$ cat config.mk
export PLATFORM = sky130hd
export DESIGN_NAME = prefixed_decimal_int_extractor_unit
export DESIGN_NICKNAME = d
export VERILOG_FILES = /design/src/rtl/pdie_pkg.sv /design/src/rtl/prefixed_decimal_int_extractor_unit.sv
export SDC_FILE = /design/constraint.sdc
export NUM_CORES = 1
export LEC_CHECK = 0
export ABC_CLOCK_PERIOD_IN_PS = 13870
export BUFFER_PORTS_ARGS = -buffer_cell sky130_fd_sc_hd__buf_2
export CORE_MARGIN = 2
export CORE_UTILIZATION = 68
export DETAILED_ROUTE_END_ITERATION = 6
export PLACE_DENSITY = 0.93
export SLEW_MARGIN = 10
export SYNTH_ARGS = -nofsm -noshare
export SYNTH_HDL_FRONTEND = slang
export SYNTH_SLANG_ARGS = --single-unit
$ cat constraint.sdc
create_clock -name clk -period 13.87 [get_ports clk]
set_input_delay 1.387 -clock clk [delete_from_list [all_inputs] [get_ports clk]]
set_output_delay 1.387 -clock clk [all_outputs]
set_load 0.05 [all_outputs]
$ cat src/rtl/pdie_pkg.sv
// Shared constants and types for the prefixed decimal integer extractor.
`timescale 1ns / 1ps
`default_nettype none

package pdie_pkg;

  localparam int PREFIX_MAX = 8;
  localparam int VALUE_BITS = 32;
  localparam int CNT_W      = $clog2(PREFIX_MAX + 1);
  localparam int CFG_DATA_W = 8 * PREFIX_MAX;
  localparam int OUT_RAW_W  = 2 + VALUE_BITS + 1;
  localparam int OUT_DATA_W = ((OUT_RAW_W + 7) / 8) * 8;
  localparam int OUT_PAD_W  = OUT_DATA_W - OUT_RAW_W;
  localparam int PROD_W     = VALUE_BITS + 4;

  localparam logic [7:0] CH_SPACE = 8'h20;
  localparam logic [7:0] CH_TAB   = 8'h09;
  localparam logic [7:0] CH_MINUS = 8'h2D;
  localparam logic [7:0] CH_PLUS  = 8'h2B;
  localparam logic [7:0] CH_ZERO  = 8'h30;
  localparam logic [7:0] CH_NINE  = 8'h39;

  localparam logic [0:0] REG_PREFIX_BYTES  = 1'b0;
  localparam logic [0:0] REG_PREFIX_LENGTH = 1'b1;

  typedef enum logic [2:0] {
    PH_SEARCH = 3'd0,
    PH_SKIPWS = 3'd1,
    PH_SIGNED = 3'd2,
    PH_DIGITS = 3'd3,
    PH_DONE   = 3'd4
  } phase_t;

  typedef enum logic [1:0] {
    ST_OK       = 2'd0,
    ST_NOPREFIX = 2'd1,
    ST_NODIGIT  = 2'd2,
    ST_SIGNONLY = 2'd3
  } status_t;

  typedef struct packed {
    logic                  value_saturated;
    logic [VALUE_BITS-1:0] parsed_value;
    status_t               parse_status;
  } result_t;

endpackage

`default_nettype wire

$ cat src/rtl/prefixed_decimal_int_extractor_unit.sv
// Top level of the prefixed decimal integer extractor: prefix search, number parse, result stage.
`timescale 1ns / 1ps
`default_nettype none

// Usage:
//   Response bytes enter on the s_axis channel, one byte per transfer; s_axis_tlast marks
//   the last byte of a response. Each byte is consumed in the cycle of its transfer.
//   The prefix is set through the cfg port (index 0: prefix characters, first character
//   in the lowest byte; index 1: prefix length, 9..15 act as 8) while no response is in flight.
//   For every response one result leaves on m_axis: status, signed value and a
//   saturation flag, packed into m_axis_tdata. Bytes other than the last give no result.
//   The result is registered at the transfer of the last byte, into the skid register if
//   the output register keeps an untaken result. Throughput: one byte per cycle while
//   s_axis_tready is high; window compare and magnitude times-ten update are combinational.
//   A two-entry result stage (output register plus skid register) keeps s_axis_tready
//   registered; input stalls only when both entries hold untaken results.
//   Reset (rst, synchronous) clears the parse state, empties the result stage and sets
//   both prefix registers to zero. Parse state also clears after every last byte.
module prefixed_decimal_int_extractor_unit (
  input  wire logic                              clk,
  input  wire logic                              rst,
  input  wire logic                              cfg_we,
  input  wire logic [0:0]                        cfg_index,
  input  wire logic [pdie_pkg::CFG_DATA_W-1:0]   cfg_data,
  input  wire logic                              s_axis_tvalid,
  output logic                                   s_axis_tready,
  input  wire logic [7:0]                        s_axis_tdata,  // [7:0] data_byte
  input  wire logic                              s_axis_tlast,  // end_of_response
  output logic                                   m_axis_tvalid,
  input  wire logic                              m_axis_tready,
  // [1:0] parse_status, [33:2] parsed_value, [34] value_saturated, rest zero
  output logic [pdie_pkg::OUT_DATA_W-1:0]        m_axis_tdata
);

  localparam int PM = pdie_pkg::PREFIX_MAX;
  localparam int VB = pdie_pkg::VALUE_BITS;
  localparam int CW = pdie_pkg::CNT_W;
  localparam int PW = pdie_pkg::PROD_W;

  logic [pdie_pkg::CFG_DATA_W-1:0] prefix_bytes;
  logic [3:0]                      prefix_length;

  logic [PM-1:0][7:0]     window;
  logic [PM-1:0][7:0]     window_next;
  logic [CW-1:0]          count;
  logic [CW-1:0]          count_next;
  pdie_pkg::phase_t       phase;
  pdie_pkg::phase_t       phase_next;
  logic                   negative;
  logic                   negative_next;
  logic [VB-1:0]          magnitude;
  logic [VB-1:0]          magnitude_next;
  logic                   overflow;
  logic                   overflow_next;
  pdie_pkg::status_t      final_status;
  pdie_pkg::status_t      final_status_next;

  pdie_pkg::result_t      result_next;
  pdie_pkg::result_t      out_reg;
  pdie_pkg::result_t      skid_reg;
  logic                   out_valid;
  logic                   skid_valid;

  logic                   in_fire;
  logic                   out_fire;
  logic                   push;

  logic [CW-1:0]          len_eff;
  logic                   is_digit;
  logic [3:0]             digit_val;
  logic [PW-1:0]          prod;
  logic [VB-1:0]          mag_limit;
  logic                   match;

  assign in_fire  = s_axis_tvalid && s_axis_tready;
  assign out_fire = m_axis_tvalid && m_axis_tready;
  assign push     = in_fire && s_axis_tlast;

  assign len_eff   = (prefix_length > 4'(PM)) ? CW'(PM) : CW'(prefix_length);
  assign is_digit  = (s_axis_tdata >= pdie_pkg::CH_ZERO) && (s_axis_tdata <= pdie_pkg::CH_NINE);
  assign digit_val = 4'(s_axis_tdata - pdie_pkg::CH_ZERO);
  assign prod      = ({4'b0, magnitude} << 3) + ({4'b0, magnitude} << 1) + PW'(digit_val);
  assign mag_limit = negative ? (VB'(1) << (VB - 1)) : ((VB'(1) << (VB - 1)) - VB'(1));

  // Window shift and prefix compare for every possible length.
  always_comb begin
    logic hit;
    window_next = window;
    count_next  = count;
    match       = 1'b0;
    if ((phase == pdie_pkg::PH_SEARCH) && (len_eff != '0)) begin
      for (int i = PM - 1; i > 0; i--) begin
        window_next[i] = window[i-1];
      end
      window_next[0] = s_axis_tdata;
      if (count < CW'(PM)) begin
        count_next = count + CW'(1);
      end
    end
    for (int l = 1; l <= PM; l++) begin
      hit = (len_eff == CW'(l)) && (count_next >= CW'(l));
      for (int i = 0; i < l; i++) begin
        if (window_next[l-1-i] != prefix_bytes[8*i +: 8]) begin
          hit = 1'b0;
        end
      end
      if (hit) begin
        match = 1'b1;
      end
    end
  end

  // Next parse state.
  always_comb begin
    pdie_pkg::phase_t ph;
    logic             take_digit;
    phase_next        = phase;
    negative_next     = negative;
    magnitude_next    = magnitude;
    overflow_next     = overflow;
    final_status_next = final_status;
    take_digit        = 1'b0;
    ph                = phase;
    if (phase == pdie_pkg::PH_SEARCH) begin
      if (len_eff == '0) begin
        ph = pdie_pkg::PH_SKIPWS;
      end else if (match) begin
        phase_next = pdie_pkg::PH_SKIPWS;
      end
    end
    unique case (ph)
      pdie_pkg::PH_SKIPWS: begin
        phase_next = pdie_pkg::PH_SKIPWS;
        priority if ((s_axis_tdata == pdie_pkg::CH_SPACE) || (s_axis_tdata == pdie_pkg::CH_TAB)) begin
          phase_next = pdie_pkg::PH_SKIPWS;
        end else if (s_axis_tdata == pdie_pkg::CH_MINUS) begin
          negative_next = 1'b1;
          phase_next    = pdie_pkg::PH_SIGNED;
        end else if (s_axis_tdata == pdie_pkg::CH_PLUS) begin
          phase_next = pdie_pkg::PH_SIGNED;
        end else if (is_digit) begin
          take_digit = 1'b1;
          phase_next = pdie_pkg::PH_DIGITS;
        end else begin
          final_status_next = pdie_pkg::ST_NODIGIT;
          phase_next        = pdie_pkg::PH_DONE;
        end
      end
      pdie_pkg::PH_SIGNED: begin
        if (is_digit) begin
          take_digit = 1'b1;
          phase_next = pdie_pkg::PH_DIGITS;
        end else begin
          final_status_next = pdie_pkg::ST_SIGNONLY;
          phase_next        = pdie_pkg::PH_DONE;
        end
      end
      pdie_pkg::PH_DIGITS: begin
        if (is_digit) begin
          take_digit = 1'b1;
        end else begin
          final_status_next = pdie_pkg::ST_OK;
          phase_next        = pdie_pkg::PH_DONE;
        end
      end
      default: begin
      end
    endcase
    if (take_digit && !overflow) begin
      if (prod > PW'(mag_limit)) begin
        overflow_next  = 1'b1;
        magnitude_next = mag_limit;
      end else begin
        magnitude_next = prod[VB-1:0];
      end
    end
  end

  // Result fields from the state after the last byte.
  always_comb begin
    pdie_pkg::status_t st;
    unique case (phase_next)
      pdie_pkg::PH_SEARCH: st = pdie_pkg::ST_NOPREFIX;
      pdie_pkg::PH_SKIPWS: st = pdie_pkg::ST_NODIGIT;
      pdie_pkg::PH_SIGNED: st = pdie_pkg::ST_SIGNONLY;
      pdie_pkg::PH_DIGITS: st = pdie_pkg::ST_OK;
      default:             st = final_status_next;
    endcase
    result_next.parse_status    = st;
    result_next.parsed_value    = '0;
    result_next.value_saturated = 1'b0;
    if (st == pdie_pkg::ST_OK) begin
      result_next.parsed_value    = negative_next ? (VB'(0) - magnitude_next) : magnitude_next;
      result_next.value_saturated = overflow_next;
    end
  end

  always_ff @(posedge clk) begin
    if (rst) begin
      prefix_bytes  <= '0;
      prefix_length <= '0;
    end else if (cfg_we) begin
      unique case (cfg_index)
        pdie_pkg::REG_PREFIX_BYTES:  prefix_bytes  <= cfg_data;
        pdie_pkg::REG_PREFIX_LENGTH: prefix_length <= cfg_data[3:0];
        default: begin
        end
      endcase
    end
  end

  always_ff @(posedge clk) begin
    if (rst || push) begin
      window       <= '0;
      count        <= '0;
      phase        <= pdie_pkg::PH_SEARCH;
      negative     <= 1'b0;
      magnitude    <= '0;
      overflow     <= 1'b0;
      final_status <= pdie_pkg::ST_NOPREFIX;
    end else if (in_fire) begin
      window       <= window_next;
      count        <= count_next;
      phase        <= phase_next;
      negative     <= negative_next;
      magnitude    <= magnitude_next;
      overflow     <= overflow_next;
      final_status <= final_status_next;
    end
  end

  always_ff @(posedge clk) begin
    if (rst) begin
      out_valid  <= 1'b0;
      skid_valid <= 1'b0;
    end else if (skid_valid) begin
      if (out_fire) begin
        skid_valid <= 1'b0;
      end
    end else if (push) begin
      if (!out_valid || out_fire) begin
        out_valid <= 1'b1;
      end else begin
        skid_valid <= 1'b1;
      end
    end else if (out_fire) begin
      out_valid <= 1'b0;
    end
  end

  always_ff @(posedge clk) begin
    if (skid_valid) begin
      if (out_fire) begin
        out_reg <= skid_reg;
      end
    end else if (push) begin
      if (!out_valid || out_fire) begin
        out_reg <= result_next;
      end else begin
        skid_reg <= result_next;
      end
    end
  end

  assign s_axis_tready = !skid_valid;
  assign m_axis_tvalid = out_valid;
  assign m_axis_tdata  = {{pdie_pkg::OUT_PAD_W{1'b0}}, out_reg};

endmodule

`default_nettype wire

==> results.md, run 1 <==
* Setup bufs post-CTS at 0
* Htree depth at 1
* TritonCTS buffer count at 26
* Post-Syn Area per Cell at between 7 and 8 sq um
* Rows at 62
* Die Height at about 180 microns
* Adder-Cell Fraction of Synth Area at 0.0626
* Ranking of synthesized cells by area: dfxtp_1 18%, edfxtp_1 10%, nand2_1 7.5%
* Hpwl dp at 57100 microns
* Largest family of logic cells by synthesized area: compound AO/OA/AOI/OAI gates
* Gate Count Post-Synth at approximately 2600
* Clock sinks at 247
* Register area share after synthesis at 0.282
* Routability Congestion at ~1.6
* Gr ovfl total at 181
* First-pass GRT wire length at 147000 microns
* Initial cell density of the core at 0.695
* Yosys warning count at 0
* Multiplexer share of the synthesized area at 0.0242
* Netlist cell types at 91
* Deepest clock path buffer count at 3
* Vias in the first global route at between 20000 and 25000
* Placed Cells at about 3000
* Area share of the largest cell type after synthesis at 0.177
* Post-synthesis compound-gate area fraction at 0.247
* PortBufs at 115
* CTS Root Cell: clkbuf_16
* Most area-hungry cell type in the Yosys netlist: dfxtp_1
* Most used flip-flop cell after synthesis: dfxtp_1
* Post-synth EDFFs at 70
* Yosys reg bits at 247
* # IOs at 121
* GRT Overall Usage at 0.617
* Failed at: global routing (5_1_grt)
* Post-synthesis xor/xnor area fraction at 0.105
* Die width at approximately 180 microns
* Synth Cell Area at roughly 0.02 sq mm
* Error message: [ERROR GRT-0116] Global routing finished with congestion. Check the congestion regions in the DRC Viewer.
* Post-Synth Simple-Gate Area at 0.213
* Hold_buf cts at 0
* Pin count of the biggest net entering global routing at roughly 110
* Synth async-reset ratio at 0
* Post-CTS sizing at 0
* Status: did not finish
cell usage after synthesis (all sizes together), types with 13 or more instances:
master	instances
o21a	13
inv	121
nor2	177
or4	16
nand2	402
ha	97
nand3	39
o31ai	23
o221ai	14
nor2b	37
xnor2	146
clkbuf	175
a21oi	258
o211ai	37
nor3	42
mux2i	41
a22oi	17
a2111oi	22
a221oi	14
nand4	54
nand2b	37
a31oi	32
edfxtp	70
dfxtp	177
o21ai	106
and2	17
nor4	56
o22ai	59
buf	38
xor2	94
a211oi	30
per-layer routing:
layer / global-route usage / GRT overflow
met1: 0.626 / 2
met2: 0.787 / 96
met3: 0.474 / 7
met4: 0.563 / 72
met5: 0.181 / 4
per-stage QoR:
step	area (sq um)	setup WS, ps
after CTS	21400	4920
after detailed placement	20500	4460
after floorplan	20100	5960
after global placement	20500	4930
cell families after synthesis:
family                   count (synthesis)
AND/OR/NAND/NOR                        919
AO/OA/AOI/OAI                          751
buffers and inverters                  339
flip-flops                             247
XOR/XNOR                               240
adder cells (fa/ha/maj)                 99
multiplexers                            44
other                                    1
==> run 2: changes to the inputs <==
--- a/config.mk
+++ b/config.mk
@@ -8,9 +8,9 @@
 export ABC_CLOCK_PERIOD_IN_PS = 13870
 export BUFFER_PORTS_ARGS = -buffer_cell sky130_fd_sc_hd__buf_2
 export CORE_MARGIN = 2
-export CORE_UTILIZATION = 68
+export CORE_UTILIZATION = 40
 export DETAILED_ROUTE_END_ITERATION = 6
-export PLACE_DENSITY = 0.93
+export PLACE_DENSITY_LB_ADDON = 0.15
 export SLEW_MARGIN = 10
 export SYNTH_ARGS = -nofsm -noshare
 export SYNTH_HDL_FRONTEND = slang
==> run 2 against run 1 <==
  * The flow now finishes, with violations (max-capacitance violations, max-slew violations)
  * Synthesized cell count stayed put
  * Synthesized area is the same
==> results.md, run 2 <==
* Status: finished, violations left
* Violated checks: max-capacitance violations, max-slew violations
* Sw Ratio at 0.347
* # IOs at approximately 120
* Clock power share at 0.377
* Clock transition at path regs at roughly 60 ps
* # DRC at 0
* Relative slew slack at -0.0268
* Crit Reg-Reg Endpoint: m_axis_tdata[18]
* Worst EP required at roughly 14000 ps
* Slew Viols, Final at 2
* Die width at 228 microns
* Post-synthesis compound-gate area fraction at 0.247
* Initial antenna violation count at 5
* CP startpoint: s_axis_tdata[3]
* Gate Count Post-Synth at 2640
* CTS Root Cell: clkbuf_16
* Reg2reg setup slack at ~5300 ps
* Leakage Power at 8.49 nW
* Pwr Density at between 90 and 100 mW/mm^2
* Final setup TNS at 0 ps
* Most used flip-flop cell after synthesis: dfxtp_1
* Final period utilization at 0.662
* Skew final at ~17 ps
* Largest family of logic cells by synthesized area: compound AO/OA/AOI/OAI gates
* Multiplexer share of the synthesized area at 0.0242
* Ratio of cells with drive above 1 in the final layout at 0.105
* Achievable Freq at roughly 0.11 GHz
* WS Path Type: in2reg
* Initial cell density of the core at 0.403
* Hold Crit Start: window[57]
* Crit-path most repeated cell: o21ai_0
* Critical Path Max Stage Delay at 760 ps
* Yosys reg bits at 247
* Synth cell count leaders: 402 x nand2_1, 257 x a21oi_1, 177 x dfxtp_1, 177 x nor2_1, 175 x clkbuf_1
* DRT antenna net count at 0
* Clock sinks at around 250
* Final hold vios at 0
* Yosys warning count at 0
* TritonCTS buffer count at 29
* Post-synth EDFFs at 70
* Worst Hold Margin at 468 ps
* Deepest clock path buffer count at 3
* Hold_buf cts at 0
* Adder-Cell Fraction of Synth Area at 0.0626
* Worst Hold Class: reg2reg
* Placeable Area at 0.0498 sq mm
* Post-Synth Simple-Gate Area at 0.213
* GRT Overall Usage at 0.421
* Worst reg2reg path depth at 25
* Top Registers: prefix_bytes x64, window x64
* First-pass DRT Iterations at 6
* Internal power at between 1 and 1.5 mW
* Worst Setup Start Kind: input port
* Post-Syn Area per Cell at 7.59 sq um
* Endpoints failing setup at 0
* Via density at 6.60
* Die footprint at 0.0519 sq mm
* Crit path time final at 9180 ps
* Ranking of synthesized cells by area: dfxtp_1 18%, edfxtp_1 10%, nand2_1 7.5%
* Rows at 82
* Most frequent cells in the layout: 399 x nand2_1, 256 x a21oi_1, 176 x nor2_1, 176 x dfxtp_1, 146 x xnor2_1
* Vias at 22103
* Gr ovfl total at 0
* Pre-CTS setup slack at 4250 ps
* Worst setup margin at between 4000 and 5000 ps
* Clk_lat worst skew at 610 ps
* DR WL/cell at about 33 microns
* PortBufs at 115
* Pin count of the biggest net entering global routing at 68
* Count leader, synth: nand2_1
* RSZ-0062 raised after global routing: no
* Slowest CP cell: o21ai_2
* Fin util at 0.447
* CP arrival at 9530 ps
* Routability Congestion at 1.13
* R2r startpoint: magnitude[10]
* Synth Cell Area at ~0.020 sq mm
* Post-synthesis xor/xnor area fraction at 0.105
* Placed Cells at around 3300
* Total power at approximately 2.1 mW
* Most area-hungry cell type in the Yosys netlist: dfxtp_1
* Max_cap viols at 1
* Vias in the first global route at ~21000
* Htree depth at 1
* Most common cell after layout, fill and taps aside: nand2_1
* Synth async-reset ratio at 0
* Worst hold path depth at 2
* CTS tree: yes
* CP Capture Type: flip-flop
* Sequential share of power at 0.384
* Post-CTS sizing at 0
* NetSw at 726 uW
* Register area share after synthesis at 0.282
* Filler cells at just over 5000
* Hpwl dp at 82100 microns
* Netlist cell types at 91
* Die Height at between 200 and 250 microns
* Cell Area, Placed at 0.0213 sq mm
* Fin area at 0.0222 sq mm
* Gate power share at 0.239
* Post-Layout Cell Count at about 3300
* Peak VDD IR at about 96 uV
* Iteration-0 DRC Markers at 2584
* Layout Nets at 2830
* Worst Max-Slew Pin Slew at around 1500 ps
* Area Overhead vs Synth at 10.9%
* First-pass GRT wire length at between 150000 and 200000 microns
* Setup bufs post-CTS at 0
* Routed Wire Length at 112000 microns
* Area share of the largest cell type after synthesis at 0.177
* Max FO, Critical Path at 19
* Worst Hold Path EP: window[57]
-- run 2: worst max-delay path, delay by kind of cell --
family | cells | cell delay, ps
buffers and inverters | 1 | 320
AND/OR/NAND/NOR | 7 | 2160
adder cells (fa/ha/maj) | 4 | 1610
AO/OA/AOI/OAI | 13 | 3800
XOR/XNOR | 1 | 220
-- run 2: final cells by class --
cell class	instances	area (sq um)	area share
inverter	126	473	0.0213
clock inverter	14	174	0.00782
sequential	247	5650	0.254
tap	672	841	0.0378
multi-input combinational	2058	13200	0.592
timing repair buffer	190	1140	0.0512
clock buffer	39	783	0.0352
antenna	3	7.51	0.000338
-- run 2: cell families after synthesis --
group / count (synthesis)
simple gates: 919
compound gates: 751
buf+inv: 339
flops: 247
xor+xnor: 240
fa+ha+maj: 99
mux: 44
other cells: 1
-- run 2: layer usage --
layer  up-vias  global-route usage  part of all wire
met5         -                   0           0.00030
met4         6               0.355              0.11
met3       569               0.100             0.088
met2      1405               0.673              0.44
met1     10566               0.475              0.36
li1       9557                   -                 -
-- run 2: power by group through the flow --
stage / combinational (mW) / sequential [mW] / clock [mW]
3_5_place_dp: 0.474 / 0.815 / 0
5_1_grt: 0.519 / 0.802 / 0.826
3_3_place_gp: 0.475 / 0.815 / 0
4_1_cts: 0.475 / 0.800 / 0.804
6_report: 0.499 / 0.803 / 0.788
2_1_floorplan: 0.291 / 0.803 / 0
-- run 2: worst max-delay path by stage --
stage | slack [ps] | cells after the start | endpoint
6_report | 4690 | 26 | m_axis_tdata[18]
5_1_grt | 4180 | 26 | skid_reg[18]
4_1_cts | 4870 | 26 | m_axis_tdata[18]
3_3_place_gp | 4560 | 26 | skid_reg[18]
3_5_place_dp | 4250 | 26 | m_axis_tdata[18]
2_1_floorplan | 5960 | 26 | m_axis_tdata[18]
(Power assumes the default switching activity.)
==> run 3: changes to the inputs <==
--- a/config.mk
+++ b/config.mk
@@ -5,7 +5,7 @@
 export SDC_FILE = /design/constraint.sdc
 export NUM_CORES = 1
 export LEC_CHECK = 0
-export ABC_CLOCK_PERIOD_IN_PS = 13870
+export ABC_CLOCK_PERIOD_IN_PS = 8200
 export BUFFER_PORTS_ARGS = -buffer_cell sky130_fd_sc_hd__buf_2
 export CORE_MARGIN = 2
 export CORE_UTILIZATION = 40
==> constraint.sdc (replaced) <==
create_clock -name clk -period 8.2 [get_ports clk]
set_input_delay 0.82 -clock clk [delete_from_list [all_inputs] [get_ports clk]]
set_output_delay 0.82 -clock clk [all_outputs]
set_load 0.05 [all_outputs]
==> run 3 against run 2 <==
  * The run ends with design-rule violations left
  * First-iteration DRC count decreased by 1.2%
  * Global-route usage increased by 1.3 points
  * Flip-flop and latch count unchanged
  * Critical path depth unchanged
  * Power increased by 66%
  * Via count decreased by 0.47%
  * Register-to-register slack got worse by 4500 ps
  * Critical endpoint is now m_axis_tdata[28]
  * Largest cell class unchanged
==> results.md, run 3 (synthesized netlist as in run 2, its figures left out) <==
* Status: finished, violations left
* Violated checks: design-rule violations
* First-pass DRT Iterations at 7
* CP arrival at 7760 ps
* Placeable Area at 0.0498 sq mm
* Worst Hold Margin at ~450 ps
* Final period utilization at 0.905
* NetSw at 1.23 mW
* Skew final at 14.1 ps
* Die footprint at between 0.05 and 0.06 sq mm
* Clock power share at 0.363
* Routed Wire Length at 115000 microns
* Worst Hold Class: in2reg
* Die width at around 230 microns
* Top Registers: prefix_bytes x64, window x64
* Relative slew slack at 0.194
* Worst EP required at 8540 ps
* Ratio of cells with drive above 1 in the final layout at 0.110
* Most common cell after layout, fill and taps aside: nand2_1
* Pin count of the biggest net entering global routing at 65
* WS Path Type: reg2reg
* Sequential share of power at 0.393
* Vias in the first global route at 21308
* Gate power share at 0.244
* Fin area at between 0.02 and 0.025 sq mm
* DRT antenna net count at 0
* Worst Setup Start Kind: flip-flop
* CTS tree: yes
* Final setup TNS at 0 ps
* Iteration-0 DRC Markers at 2554
* Initial cell density of the core at 0.403
* Clock sinks at 247
* Leakage Power at 8.52 nW
* # IOs at 121
* Die Height at 228 microns
* Rows at 82
* Deepest clock path buffer count at 3
* Pwr Density at 156 mW/mm^2
* Slew Viols, Final at 0
* Initial antenna violation count at 8
* Clk_lat worst skew at 610 ps
* Htree depth at 1
* CP Capture Type: flip-flop
* Hpwl dp at 84800 microns
* Vias at 21999
* Crit path time final at 7420 ps
* First-pass GRT wire length at 162000 microns
* Sw Ratio at 0.353
* GRT Overall Usage at 0.434
* Max_cap viols at 0
* Internal power at 2.25 mW
* RSZ-0062 raised after global routing: no
* Cell Area, Placed at roughly 0.021 sq mm
* Area Overhead vs Synth at 11.2%
* Clock transition at path regs at 70 ps
* Routability Congestion at 1.09
* TritonCTS buffer count at 28
* Layout Nets at 2839
* Gr ovfl total at 0
* Endpoints failing setup at 0
* Worst Max-Slew Pin Slew at 1180 ps
* Peak VDD IR at 207 uV
* Final hold vios at 0
* CTS Root Cell: clkbuf_16
* PortBufs at 115
* Via density at approximately 6.6
* Achievable Freq at 0.135 GHz
* # DRC at 1
* Hold_buf cts at 0
* Max FO, Critical Path at 7
* Most frequent cells in the layout: 399 x nand2_1, 256 x a21oi_1, 176 x nor2_1, 176 x dfxtp_1, 146 x xnor2_1
* DR WL/cell at 34.3 microns
==> run 3: layer usage <==
layer  GRT usage  wire, microns
met2       0.692          51200
met3       0.117          10800
met5     0.00460             60
met1       0.479          40600
met4       0.374          12400
==> run 3: layout make-up <==
type / instances / area [sq um]
Antenna cell: 2 / 5.00
Clock buffer: 39 / 792
Clock inverter: 11 / 116
Fill cell: 5076 / 27500
Inverter: 126 / 473
Multi-Input combinational cell: 2058 / 13200
Sequential cell: 247 / 5650
Tap cell: 672 / 841
Timing Repair Buffer: 200 / 1210
==> run 3: metrics by stage <==
| stage | utilization | cells | setup slack (ps) | total power, mW |
|---|---|---|---|---|
| 6_report | 0.448 | 3355 | 782 | 3.48 |
| 5_1_grt | 0.448 | 3353 | 81.6 | 3.57 |
| 3_5_place_dp | 0.429 | 3302 | 345 | 2.19 |
| 4_1_cts | 0.447 | 3352 | 671 | 3.45 |
| 2_1_floorplan | - | 2644 | 855 | 1.85 |
| 3_3_place_gp | 0.429 | 3302 | 513 | 2.19 |
==> run 3: path summary, 6_finish.rpt <==
check,start,cells past startpoint,endpoint,slack (ps)
worst max-delay path,magnitude[0],26,m_axis_tdata[28],780
worst min register to register,window[63],2,window[63],460
worst min-delay path,cfg_data[45],3,prefix_bytes[45],450
worst max register to register,magnitude[0],26,m_axis_tdata[28],780
==> run 3: power by group through the flow <==
| stage | clock network [mW] | registers (mW) | logic (mW) |
|---|---|---|---|
| 2_1_floorplan | 0 | 1.36 | 0.492 |
| 5_1_grt | 1.33 | 1.36 | 0.877 |
| 3_3_place_gp | 0 | 1.39 | 0.808 |
| 6_report | 1.26 | 1.37 | 0.850 |
| 3_5_place_dp | 0 | 1.39 | 0.807 |
| 4_1_cts | 1.28 | 1.36 | 0.810 |
==> run 3: timing repair <==
action                                  CTS  global route
resized for setup                         0             2
endpoints found under the setup margin    0             7
setup buffers                             0             0
==> run 3: worst max-delay path, cell delays in order (launching register included) <==
cell      delay (ps)
dfxtp_1          630
fa_1             550
fa_1             500
a211oi_1         340
o21ai_0          180
nand4_1          240
a21oi_1          110
or3_1            340
and2_1           180
ha_1             310
nand4_1          200
nor4_2           460
nand3_1          120
a221o_1          380
a221oi_1         330
o211ai_2         270
o21ai_2          230
o211ai_1         100
o21ai_0          150
ha_1             230
o21ai_0          100
a31oi_1          230
o311a_1          260
nand2_1           90
o31ai_1          290
xor2_1           210
o21ai_1           90
